===== src/rtl/tcw_pkg.sv =====
// ----------------------------------------------------------------------------
// Text console writer package
// Screen geometry, word types, command codes and shared helpers.
// ----------------------------------------------------------------------------
package tcw_pkg;

  localparam int COLUMNS = 80;
  localparam int ROWS    = 25;
  localparam int CELLS   = COLUMNS * ROWS;

  localparam int COL_W  = $clog2(COLUMNS);
  localparam int ROW_W  = $clog2(ROWS);
  localparam int FILL_W = $clog2(COLUMNS + 1);
  localparam int POS_W  = 13;

  localparam int RECIP_SHIFT = 18;
  localparam int RECIP_MUL   = (1 << RECIP_SHIFT) / COLUMNS + 1;
  localparam int RECIP_W     = RECIP_SHIFT + ROW_W;

  localparam int Q_DEPTH = 2;

  localparam logic [1:0] OP_PUT   = 2'd0;
  localparam logic [1:0] OP_CLEAR = 2'd1;
  localparam logic [1:0] OP_READ  = 2'd2;

  localparam logic [7:0] CH_NEWLINE = 8'h0A;
  localparam logic [7:0] CH_RETURN  = 8'h0D;
  localparam logic [7:0] CH_SPACE   = 8'h20;
  localparam logic [7:0] ATTR_RESET = 8'h07;

  localparam logic [2:0] CMD_PUT     = 3'd0;
  localparam logic [2:0] CMD_NEWLINE = 3'd1;
  localparam logic [2:0] CMD_RETURN  = 3'd2;
  localparam logic [2:0] CMD_CLEAR   = 3'd3;
  localparam logic [2:0] CMD_READ    = 3'd4;
  localparam logic [2:0] CMD_NOP     = 3'd5;

  typedef struct packed {
    logic [1:0]  operation;
    logic [7:0]  char_code;
    logic [10:0] cell_index;
  } in_word_t;

  typedef struct packed {
    logic [10:0] cursor_position;
    logic [15:0] cell_data;
    logic        scrolled;
  } out_word_t;

  typedef struct packed {
    logic [2:0]  kind;
    logic [7:0]  char_code;
    logic [10:0] cell_index;
  } cmd_t;

  function automatic logic [10:0] cursor_pos(input logic [ROW_W-1:0] row,
                                             input logic [COL_W-1:0] col);
    logic [POS_W-1:0] p;
    p = POS_W'(row) * POS_W'(COLUMNS) + POS_W'(col);
    return p[10:0];
  endfunction

endpackage


===== src/rtl/tcw_front.sv =====
// ----------------------------------------------------------------------------
// Text console writer front end
// Accepts input words and classifies them into back-end commands.
// ----------------------------------------------------------------------------
module tcw_front (
  input  logic             clk,
  input  logic             rst_n,
  input  logic             in_valid,
  output logic             in_stall,
  input  tcw_pkg::in_word_t in_data,
  output logic             cmd_valid,
  input  logic             cmd_stall,
  output tcw_pkg::cmd_t    cmd_data
);

  logic          vld_r;
  tcw_pkg::cmd_t cmd_r;
  tcw_pkg::cmd_t cmd_nxt;

  always_comb begin
    cmd_nxt.char_code  = in_data.char_code;
    cmd_nxt.cell_index = in_data.cell_index;
    unique case (in_data.operation)
      tcw_pkg::OP_PUT: begin
        if (in_data.char_code == tcw_pkg::CH_NEWLINE) cmd_nxt.kind = tcw_pkg::CMD_NEWLINE;
        else if (in_data.char_code == tcw_pkg::CH_RETURN) cmd_nxt.kind = tcw_pkg::CMD_RETURN;
        else cmd_nxt.kind = tcw_pkg::CMD_PUT;
      end
      tcw_pkg::OP_CLEAR: cmd_nxt.kind = tcw_pkg::CMD_CLEAR;
      tcw_pkg::OP_READ: begin
        if (32'(in_data.cell_index) < 32'(tcw_pkg::CELLS)) cmd_nxt.kind = tcw_pkg::CMD_READ;
        else cmd_nxt.kind = tcw_pkg::CMD_NOP;
      end
      default: cmd_nxt.kind = tcw_pkg::CMD_NOP;
    endcase
  end

  always_ff @(posedge clk) begin
    if (!rst_n) begin
      vld_r <= 1'b0;
    end else if (!vld_r || !cmd_stall) begin
      vld_r <= in_valid;
    end
  end

  always_ff @(posedge clk) begin
    if (in_valid && !in_stall) begin
      cmd_r <= cmd_nxt;
    end
  end

  assign in_stall  = vld_r && cmd_stall;
  assign cmd_valid = vld_r;
  assign cmd_data  = cmd_r;

endmodule


===== config.mk =====
export PLATFORM = sky130hd
export DESIGN_NAME = tcw_front
export DESIGN_NICKNAME = d
export VERILOG_FILES = /design/src/rtl/tcw_pkg.sv /design/src/rtl/tcw_front.sv
export SDC_FILE = /design/constraint.sdc
export NUM_CORES = 1
export LEC_CHECK = 0
export BUFFER_PORTS_ARGS = -buffer_cell sky130_fd_sc_hd__clkbuf_2
export CORE_ASPECT_RATIO = 0.7
export CORE_MARGIN = 4
export CORE_UTILIZATION = 40
export DETAILED_ROUTE_END_ITERATION = 8
export HOLD_SLACK_MARGIN = 0.06
export PLACE_DENSITY_LB_ADDON = 0.1
export REMOVE_ABC_BUFFERS = 1
export SLEW_MARGIN = 20
export SYNTH_ARGS = -nofsm -noshare
export SYNTH_HDL_FRONTEND = slang
export SYNTH_SLANG_ARGS = --single-unit

===== constraint.sdc =====
create_clock -name clk -period 2.4 [get_ports clk]
set_input_delay 0.12 -clock clk [delete_from_list [all_inputs] [get_ports clk]]
set_output_delay 0.12 -clock clk [all_outputs]
set_load 0.03 [all_outputs]

# Yosys cells after proc, flatten, opt, wreduce, memory -nomap -nowiden
# Index checks and enable logic that the tools add are counted.
# classes
reduce_logical,7
eq_ne,4
n_div,0
bitwise,0
mux,4
order_cmp,1
addsub,0
shifts,0
multipliers,0
# ops
op,n
"equality test 8 x 4 -> 1 bit, second input constant",2
"< comparator 11 bit, second input constant",1
case mux 3 bit (3 select lines),1
two-way mux 2 bit,2
zero test 1 bit,3
"equality test 2 x 1 -> 1 bit, second input constant",1
"equality test 2 bit, second input constant",1
logical AND 1 bit,2
zero test 2 bit,1
logical OR 1 bit,1
two-way mux 1 bit,1
# word_totals
reg_bits,23
mem_bits_rw,0
mem_bits_ro,0
latch_bits,0
in_bits,25
out_inout_bits,24
n_memories,0

# Longest topological paths before layout
# logic_depth
ltp_word,4
mapped_depth,3

# Least setup slack after synthesis
# Ideal clock, no wire load.
# synth_timing
path_type,register to register
startpoint,"register vld_r, in the netlist cmd_valid"
endpoint,"register cmd_r, in the netlist cmd_data[0], enable pin"
setup_slack_ns,0.250
synth_period_minus_slack_ns,2.150
setup_time_ns,0.403
n_path_buf,0
arrival_time_ns,1.747
path_stages_with_launch,3
t_required_ns,1.997
path_cell_list,dfxtp_1 -> and2_1 -> nor2b_1
# synth_between
elab_chain_cells,3
# synth_lines
item,line_no,text
start: declaration,tcw_front.sv:16,logic vld_r;
start signal: assignment,tcw_front.sv:42,vld_r <= in_valid;
logical AND 1 bit,tcw_front.sv:52,assign in_stall = vld_r && cmd_stall;
net in_stall,tcw_front.sv:9,"output logic in_stall,"
zero test 1 bit,tcw_front.sv:47,if (in_valid && !in_stall) begin
logical AND 1 bit,tcw_front.sv:47,
end signal: assignment,tcw_front.sv:48,cmd_r <= cmd_nxt;
end: declaration,tcw_front.sv:17,tcw_pkg::cmd_t cmd_r;
# The timed path passes the listed nets, and every way through them passes these cells.
# A chain may end at the register's enable or synchronous reset.

==> summary.txt <==
Synth
  – Yosys reg bits: 23
  – Share of the yosys chip area belonging to registers: 88.03%
  – Fraction of registers with async set/reset: 0%
  – Most common cell in the netlist: edfxtp_1
  – Number of cells produced by synthesis: 37
  – Commonest cells in the netlist: 22 x edfxtp_1, 2 x nand2_1
  – Top-area cell type share of the netlist area: 85.44%
  – Area leader, netlist: edfxtp_1
  – Syn_area_per_cell: 20.90 sq um
  – Top_reg_cell synth: edfxtp_1
  – EDFF count, synth: 22
  – Unique cell type count in the Yosys netlist: 15
  – Synthesized area: 773.2 sq um
  – Synth area leaders: edfxtp_1 85%, dfxtp_1 2.6%, nor4_2 1.6%
  – Synth warn: 0

Cells and area
  – Layout Nets: 137
  – Non-Filler Instances: 132
  – Area grow syn2layout: 67.31%
  – Layout cells sized above 1: 49.55%
  – Sequential standard cell area: 680.7 sq um
  – # fillers: 119
  – Antenna cell count: 0
  – Multi-input gate area: 87.58 sq um

Global routing
  – GR Overflow Total: 0
  – Largest net degree at the start of global routing: 23
  – Vias in the first global route: 636
  – First-pass GRT wire length: 2870 um
  – Initial antenna violation count: 0
  – GRT Util Overall: 15.08%

Clocking
  – Clock Latency Late Sink: 300 ps
  – Clock Pin Slew Worst Setup and Hold Paths: 120 ps
  – Post-CTS setup buffers: 0
  – TritonCTS Buffers: 3
  – Clock Path Buffers: 2
  – CTS tree: built
  – Cts hold-fix bufs: 22
  – H-Tree Level Count: 1
  – Post-CTS Resized: 0
  – CTS Sinks: 23
  – Clk root buf: clkbuf_4

Pwr
  – Gate power share: 18.0%
  – Total net switching power: 0.1998 mW
  – Pwr Density: 607.8 mW/mm^2
  – Peak supply drop: 0.4750 mV
  – Switch share: 25.41%
  – LEAKAGE: 0.5641 nW
  – Clock share of power: 21.8%
  – Flop pwr share: 60.2%
  – Total power: 0.7864 mW
  – Internal power: 0.5866 mW

Routing
  – Vias per cell: 4.614
  – Router iterations before antenna repair: 4
  – First DRT Iteration DRCs: 4
  – Routed wire length: 1924 um
  – DRC: 0
  – DR WL/cell: 14.58 um
  – Via Count: 609
  – Post-route ant nets: 0

Min path
  – Hold Path Depth: 3
  – Worst Hold Class: input port to register

Timing
  – RSZ-0062 raised after global routing: false
  – Worst Max-Slew Pin Slew: 279.1 ps
  – Setup Viol. Count Final: 0
  – Clock skew: 2.910 ps
  – Final setup TNS: 0 ps
  – Final slew viol count: 0
  – Worst slew margin: 81.40%
  – Fmax: 0.7326 GHz
  – Min Tclk post-route: 1365 ps
  – Period utilization: 56.88%
  – Final Hold Viols: 0

Setup path
  – CP required: 2530 ps
  – Worst-path fanout max: 2
  – Critical Path End Type: register
  – Critical Path AT: 1490 ps
  – Type of origin of the critical path: input port
  – Crit Path Category: input port to register
  – Reg2Reg Depth: 3

Floorplanning
  – Starting Density: 45.58%
  – I/O pin total: 49
  – Core ar.: 0.001697 sq mm
  – Die Wd: 60.55 um
  – Die Y: 44.79 um
  – Die Footprint: 0.002712 sq mm
  – Row count: 12

Place
  – Placed cells: 106
  – Hpwl dp: 1292 um
  – Routability cong.: 0.6433
  – I/O Buffers: 48

Flow run
  – Max Cap Viol: 0

Outcome
  – Status: complete, no violations
layout make-up:
cell class	instances	area share, %
sequential	23	52.61
timing repair buffer	71	36.17
multi-input combinational	12	6.770
tap	21	2.031
clock buffer	3	1.741
clock inverter	1	0.3868
inverter	1	0.2901
worst paths after layout:
check | slack, ps | end | start
setup / recovery | 1030 | cmd_data[20] | in_data[16]
hold / removal | 100 | cmd_data[19] | in_data[19]
setup reg to reg | 1100 | cmd_valid | cmd_valid
hold reg to reg | 980 | cmd_data[21] | cmd_valid
worst max-delay path, cell delays in order:
cell,delay (ps)
dlygate4sd3_1,540
clkbuf_2,120
nor4_2,280
nand3b_1,140
o32ai_1,290
cell usage in the layout, fill, tap and decap left out, drive strengths merged, types with 2 or more instances in the layout:
cell         count
clkbuf          51
edfxtp          22
dlygate4sd3     22
nand2            2
through the flow:
stage                     instance area (sq um)  hold slack (ps)  util [%]  worst slack (ps)
after detailed placement                   1046            299.2     61.65              1224
after floorplan                           769.5            218.9         -             250.0
after CTS                                  1294            95.13     76.25              1034
after global routing                       1294            100.1     76.25             943.4
after global placement                     1046            304.7     61.65              1250
final                                      1294            104.1     76.25              1035
layer usage:
| layer | track usage (%) | wire length [um] | share of wire, % |
|---|---|---|---|
| met5 | 0 | 0 | 0 |
| met4 | 2.597 | 0 | 0 |
| met3 | 6.000 | 159 | 8.3 |
| met2 | 28.23 | 962 | 50 |
| met1 | 16.36 | 802 | 42 |
flip-flops by register name, summed over array words and instances, names as in the netlist:
register,flops
cmd_valid,1
cmd_data,22
logic make-up after synthesis:
| group | count (synthesis) | share of synthesized area [%] |
|---|---|---|
| compound gates | 4 | 4.208 |
| buf+inv | 2 | 0.9699 |
| flops | 23 | 88.03 |
| simple gates | 8 | 6.797 |
power by group through the flow:
stage	sequential [mW]	combinational [mW]	clock, mW
after floorplan	0.530	0.0142	0
after global placement	0.482	0.112	0
after detailed placement	0.482	0.113	0
after CTS	0.473	0.142	0.178
after global routing	0.475	0.150	0.202
final	0.473	0.142	0.171
Power figures use the tool's default switching activity.
