### config.mk
export PLATFORM = sky130hd
export DESIGN_NAME = tcw_queue
export DESIGN_NICKNAME = d
export VERILOG_FILES = /design/src/rtl/tcw_pkg.sv /design/src/rtl/tcw_queue.sv
export SDC_FILE = /design/constraint.sdc
export NUM_CORES = 1
export LEC_CHECK = 0
export ABC_AREA = 1
export BUFFER_PORTS_ARGS = -buffer_cell sky130_fd_sc_hd__buf_2
export CAP_MARGIN = 20
export CORE_ASPECT_RATIO = 0.7
export CORE_MARGIN = 3
export CORE_UTILIZATION = 51
export DETAILED_ROUTE_END_ITERATION = 10
export HOLD_SLACK_MARGIN = 0.02
export PLACE_DENSITY = 0.82
export SLEW_MARGIN = 20
export SYNTH_ARGS = -nofsm -noshare
export SYNTH_HDL_FRONTEND = slang
export SYNTH_SLANG_ARGS = --single-unit
### constraint.sdc
create_clock -name clk -period 2.5 [get_ports clk]
set_input_delay 0.125 -clock clk [delete_from_list [all_inputs] [get_ports clk]]
set_output_delay 0.125 -clock clk [all_outputs]
set_load 0.01 [all_outputs]
### src/rtl/tcw_pkg.sv
// ----------------------------------------------------------------------------
// Text console writer package
// Screen geometry, word types, command codes and shared helpers.
// ----------------------------------------------------------------------------
package tcw_pkg;

  localparam int COLUMNS = 80;
  localparam int ROWS    = 25;
  localparam int CELLS   = COLUMNS * ROWS;

  localparam int COL_W  = $clog2(COLUMNS);
  localparam int ROW_W  = $clog2(ROWS);
  localparam int FILL_W = $clog2(COLUMNS + 1);
  localparam int POS_W  = 13;

  localparam int RECIP_SHIFT = 18;
  localparam int RECIP_MUL   = (1 << RECIP_SHIFT) / COLUMNS + 1;
  localparam int RECIP_W     = RECIP_SHIFT + ROW_W;

  localparam int Q_DEPTH = 2;

  localparam logic [1:0] OP_PUT   = 2'd0;
  localparam logic [1:0] OP_CLEAR = 2'd1;
  localparam logic [1:0] OP_READ  = 2'd2;

  localparam logic [7:0] CH_NEWLINE = 8'h0A;
  localparam logic [7:0] CH_RETURN  = 8'h0D;
  localparam logic [7:0] CH_SPACE   = 8'h20;
  localparam logic [7:0] ATTR_RESET = 8'h07;

  localparam logic [2:0] CMD_PUT     = 3'd0;
  localparam logic [2:0] CMD_NEWLINE = 3'd1;
  localparam logic [2:0] CMD_RETURN  = 3'd2;
  localparam logic [2:0] CMD_CLEAR   = 3'd3;
  localparam logic [2:0] CMD_READ    = 3'd4;
  localparam logic [2:0] CMD_NOP     = 3'd5;

  typedef struct packed {
    logic [1:0]  operation;
    logic [7:0]  char_code;
    logic [10:0] cell_index;
  } in_word_t;

  typedef struct packed {
    logic [10:0] cursor_position;
    logic [15:0] cell_data;
    logic        scrolled;
  } out_word_t;

  typedef struct packed {
    logic [2:0]  kind;
    logic [7:0]  char_code;
    logic [10:0] cell_index;
  } cmd_t;

  function automatic logic [10:0] cursor_pos(input logic [ROW_W-1:0] row,
                                             input logic [COL_W-1:0] col);
    logic [POS_W-1:0] p;
    p = POS_W'(row) * POS_W'(COLUMNS) + POS_W'(col);
    return p[10:0];
  endfunction

endpackage

### src/rtl/tcw_queue.sv
// ----------------------------------------------------------------------------
// Text console writer command queue
// Short FIFO that decouples the front end from the back end.
// ----------------------------------------------------------------------------
module tcw_queue (
  input  logic          clk,
  input  logic          rst_n,
  input  logic          push_valid,
  output logic          push_stall,
  input  tcw_pkg::cmd_t push_data,
  output logic          pop_valid,
  input  logic          pop_stall,
  output tcw_pkg::cmd_t pop_data
);

  localparam int PTR_W = $clog2(tcw_pkg::Q_DEPTH);
  localparam int CNT_W = $clog2(tcw_pkg::Q_DEPTH + 1);

  tcw_pkg::cmd_t    slot_r [tcw_pkg::Q_DEPTH];
  logic [PTR_W-1:0] wr_ptr_r;
  logic [PTR_W-1:0] rd_ptr_r;
  logic [CNT_W-1:0] cnt_r;
  logic             do_push;
  logic             do_pop;

  assign push_stall = (cnt_r == CNT_W'(tcw_pkg::Q_DEPTH));
  assign pop_valid  = (cnt_r != '0);
  assign do_push    = push_valid && !push_stall;
  assign do_pop     = pop_valid && !pop_stall;
  assign pop_data   = slot_r[rd_ptr_r];

  always_ff @(posedge clk) begin
    if (!rst_n) begin
      wr_ptr_r <= '0;
      rd_ptr_r <= '0;
      cnt_r    <= '0;
    end else begin
      if (do_push) begin
        wr_ptr_r <= (wr_ptr_r == PTR_W'(tcw_pkg::Q_DEPTH - 1)) ? '0 : wr_ptr_r + 1'b1;
      end
      if (do_pop) begin
        rd_ptr_r <= (rd_ptr_r == PTR_W'(tcw_pkg::Q_DEPTH - 1)) ? '0 : rd_ptr_r + 1'b1;
      end
      if (do_push && !do_pop) cnt_r <= cnt_r + 1'b1;
      else if (do_pop && !do_push) cnt_r <= cnt_r - 1'b1;
    end
  end

  always_ff @(posedge clk) begin
    if (do_push) begin
      slot_r[wr_ptr_r] <= push_data;
    end
  end

endmodule

=== After elaboration in Yosys (flattened, before gate mapping) ===
Memories as Yosys holds them, arrays and structs flattened. A register that Yosys moved wholly into a read port is not among the register bits.
Cells that the tools add are included.

* Logic and storage cells: 27
* Bits in registers: 4
* Memory bits (writable): 44
* Memories kept: 1
* Output and inout port bits: 24

{| class="wikitable"
|+ Memories
! memory !! words !! bits a word !! rd ports !! clocked after Yosys merged registers in !! write ports !! RTL line !! text
|-
| slot_r || 2 || 22 || 1 || 1 || 1 || tcw_queue.sv:19 || <nowiki>tcw_pkg::cmd_t slot_r [tcw_pkg::Q_DEPTH];</nowiki>
|}

* Eq/ne operators: 1
* Muxes and demuxes: 8
* Add/sub/neg operators: 4
* Reductions and logical operators: 10

{| class="wikitable"
|+ Operator list
! operator !! number
|-
| $mux 1 || 6
|-
| $logic_and 1x1->1 || 4
|-
| $logic_not 1->1 || 4
|-
| $mux 2 || 2
|-
| $reduce_bool 2->1 || 2
|-
| $add 1x1->1 const B || 2
|-
| $add 2x1->2 const B || 1
|-
| $eq 2x2->1 const B || 1
|-
| $sub 2x1->2 const B || 1
|}

=== Logic depth before layout (Yosys ltp) ===
* Depth after elaboration: 7
* Depth in mapped cells: 10

=== Least setup slack after synthesis ===
OpenSTA, ideal clock, no wires.

* Kind: register to register
* Start point: register cnt_r[1]
* End point: memory slot_r[1][0] (netlist name), enable pin
* Arrival time: 1.451 ns
* Period minus slack after synthesis: 1.852 ns
* Slack: 0.648 ns
* Library setup time: 0.401 ns
* Data required time: 2.099 ns
* Stages on the path, launching flop included: 4
* Cell sequence: dfxtp_1 > inv_1 > o21ai_2 > nor2_1

* Word-level cells in the longest chain between the ends: 5

{| class="wikitable"
|+ RTL lines
! element !! RTL line !! text
|-
| from (decl) || tcw_queue.sv:22 || <nowiki>logic [CNT_W-1:0] cnt_r;</nowiki>
|-
| from (signal assigned) || tcw_queue.sv:44 || <nowiki>if (do_push && !do_pop) cnt_r <= cnt_r + 1'b1;</nowiki>
|-
| from (signal assigned) || tcw_queue.sv:45 || <nowiki>else if (do_pop && !do_push) cnt_r <= cnt_r - 1'b1;</nowiki>
|-
| $eq 2x2->1 || tcw_queue.sv:26 || <nowiki>assign push_stall = (cnt_r == CNT_W'(tcw_pkg::Q_DEPTH));</nowiki>
|-
| $logic_not 1->1 || tcw_queue.sv:28 || <nowiki>assign do_push = push_valid && !push_stall;</nowiki>
|-
| $logic_and 1x1->1 || tcw_queue.sv:28 ||
|-
| $mux 1 || tcw_queue.sv:50 || <nowiki>if (do_push) begin</nowiki>
|-
| $mux 1 (implied by the code) || tcw_queue.sv:51 || <nowiki>slot_r[wr_ptr_r] <= push_data;</nowiki>
|-
| to (decl) || tcw_queue.sv:19 ||
|}

Every way passes these cells.

==> impl_metrics.ini <==
[clock_network]
cts.sinks = 49
path_clk_slew_ns = 0.08
cts_root_buf = clkbuf_8
cts_resized = 0
cts_buffers = 5
clk_latency_ns = 0.30
cts_htree_levels = 2
cts.path.max_buffers = 2
tritoncts = yes
post_cts_buffers = 0

[power_and_ir_drop]
p_comb_share_pct = 25.1
p_sw_mw = 0.6196
p_int_mw = 1.710
p_seq_share_pct = 47.1
clockPowerShare_pct = 27.8
swShare_pct = 26.60
power.density_nw_per_um2 = 935.1
leakage_nw = 0.9847
irDropWorstVdd_mv = 0.6162

[timing]
max_freq_mhz = 529.9
grt_setup_unrepaired = false
setup_tns_ns = 0
drv_slew = 0
finalSetupViolCount = 0
fin_crit_sh_pct = 75.49
hold_viol_final = 0
fin_ws_ns = 0.6128
skew_ns = 0.007271
worst_slew_pin_slew_ns = 0.6108
slew_headroom_pct = 59.23
min_period_ns = 1.887

[placement]
placed_area_um2 = 2147
dp_hpwl_mm = 2.298
gp_congestion = 0.7264
portBuffers = 49
dp_slack_ns = 0.7948

[job]
maxCapViolCount = 0

[cells_and_area]
drive_gt1_share_pct = 47.28
seq_area_um2 = 1421
syn2layout_area_growth_pct = 35.53
nNetsFinal = 210
n_fill_cell = 209
diodes = 0
multi_input_area_um2 = 369.1
fin_area_um2 = 2491

[setup_path]
worstPathArrival_ns = 1.76
r2r.worst_path.cells = 4
rr_startpoint = cnt_r[1]$_SDFFE_PN0P_
ff2ff_setup_slack_ns = 0.84
worstSetupPathType = flip-flop to primary output
cp-end-kind = primary output
timing.rr.end = slot_r[0][15]$_DFFE_PP_
startpoint_type = flip-flop
critPathMaxFanout = 12
cp.required_ns = 2.38

[drt]
vias = 1102
drc = 0
drt_iter0_drc = 42
wire_per_inst_um = 14.91
drt_first_pass_iters = 4
wl_met2_mm = 1.910
met3_length_um = 149
ant_nets = 0
wl_mm = 3.445
drt-met1-wl_mm = 1.340
top_layer_used = met4
viasPerCell = 4.771

[floorplan]
row_count = 17
die_area_um2 = 4372
die_h_um = 56.23
ios = 50
dieWidth_um = 77.76
initial_core_util_pct = 55.75
core_um2 = 3297

[logic_synthesis]
seq_area_frac_synth_pct = 77.33
synth-simple-area-share_pct = 3.880
synth_top_cell_area_share_pct = 71.89
yosysWarnings = 0
synth_xor_area_share_pct = 0
synthMuxAreaShare_pct = 13.48
synth_fa_ha_area_share_pct = 0.6807
synthesis.area_um2 = 1838
synth_most_common_cell = edfxtp_1
postSynthAreaPerCell_um2 = 17.50
yosysUniqueCellTypes = 15
ys_top_cells_by_count = edfxtp_1, mux2_2, nor2_1, inv_1, nand2_1
ys.flop_type = edfxtp_1
synth_top_family_by_area = multiplexers
ys_seq_elements = 49
postSynthCellCount = 105
synth_compound_area_share_pct = 1.770
syn_nets = 132
synth_edf_count = 44
ys_async_sr_fraction_pct = 0
synth.area.top_cells = edfxtp_1, mux2_2, dfxtp_1
yosysTopAreaCell = edfxtp_1

[worst_hold_path]
hold_end = slot_r[1][10]$_DFFE_PP_
worstHoldPathCells = 1
hold_path.class = input pin to flip-flop
min_from = push_data[10]

[grt]
grt_pass1_wl_mm = 5.306
grt_max_degree = 16
grt_pass1_vias = 1173
track_usage_pct = 16.16
grt_overflow = 0
antenna_found_initial = 0

[outcome]
outcome = complete, no violations
-- worst max-delay path: stages, from the launching register on --
cell and delay [ns]:
dfxtp_1 0.67, buf_4 0.30, mux2_2 0.35, buf_2 0.14
-- stage by stage --
stage | hold slack [ns] | std cells | util (%) | power (mW)
2_1_floorplan | 0.2239 | 105 | - | 1.475
3_3_place_gp | 0.3123 | 202 | 65.12 | 1.650
3_5_place_dp | 0.3172 | 202 | 65.12 | 1.683
4_1_cts | 0.02072 | 226 | 74.04 | 2.340
5_1_grt | 0.02274 | 231 | 75.56 | 2.454
6_report | 0.04997 | 231 | 75.56 | 2.330
-- routing by layer --
metal | track usage [%] | vias up
li1 | - | 538
met2 | 29.02 | 32
met4 | 6.091 | 0
met5 | 0 | -
met3 | 5.016 | 5
met1 | 17.90 | 527
-- power by group through the flow --
stage          Clock [mW]  Sequential [mW]  Combinational [mW]
2_1_floorplan           0             1.09               0.385
3_3_place_gp            0             1.11               0.544
3_5_place_dp            0             1.12               0.565
4_1_cts             0.654             1.10               0.587
5_1_grt             0.700             1.11               0.644
6_report            0.649             1.10               0.584
-- kinds of logic (layout without fill, tap and decap cells) --
family / Yosys count / count (layout)
AOI/OAI and AO/OA: 5 / 5
muxes: 22 / 22
DFF: 49 / 49
adders and majority gates: 1 / 1
and+or+nand+nor: 18 / 18
buffers and inverters: 10 / 89
-- repair_timing --
action / CTS / global route
setup endpoints to repair: 0 / 0
endpoints found under the hold margin: 32 / 9
hold buffers: 16 / 5
-- cells in the final DEF (no fill, tap or decap), types with 2 or more instances in the layout --
cell / count
dfxtp_1: 5
dlygate4sd3_1: 21
nand2_1: 7
inv_1: 7
buf_2: 49
nor2_1: 7
o21ai_0: 2
clkbuf_8: 5
edfxtp_1: 44
bufinv_16: 2
mux2_2: 22
nor2_2: 2
buf_4: 3
-- state kept, by name, indices dropped and copies added (netlist names), named ones only --
register	count
slot_r	44
cnt_r	2
rd_ptr_r	1
wr_ptr_r	1
-- worst max-delay path by stage --
stage / endpoint / slack [ns] / cells after the start
after floorplan: slot_r[1][0]$_DFFE_PP_ / 0.65 / 3
after global placement: slot_r[0][4]$_DFFE_PP_ / 0.89 / 4
after detailed placement: slot_r[1][15]$_DFFE_PP_ / 0.79 / 4
after CTS: pop_data[20] / 0.58 / 3
after global routing: pop_data[20] / 0.52 / 3
final: pop_data[20] / 0.61 / 3
-- area by class of cell --
type | count | share of cell area (%)
Inverter | 8 | 1.205
Timing Repair Buffer | 73 | 19.19
Tap cell | 47 | 2.361
Multi-Input combinational cell | 46 | 14.82
Sequential cell | 49 | 57.06
Clock inverter | 3 | 2.612
Clock buffer | 5 | 2.762
Power figures use the tool's default switching activity.
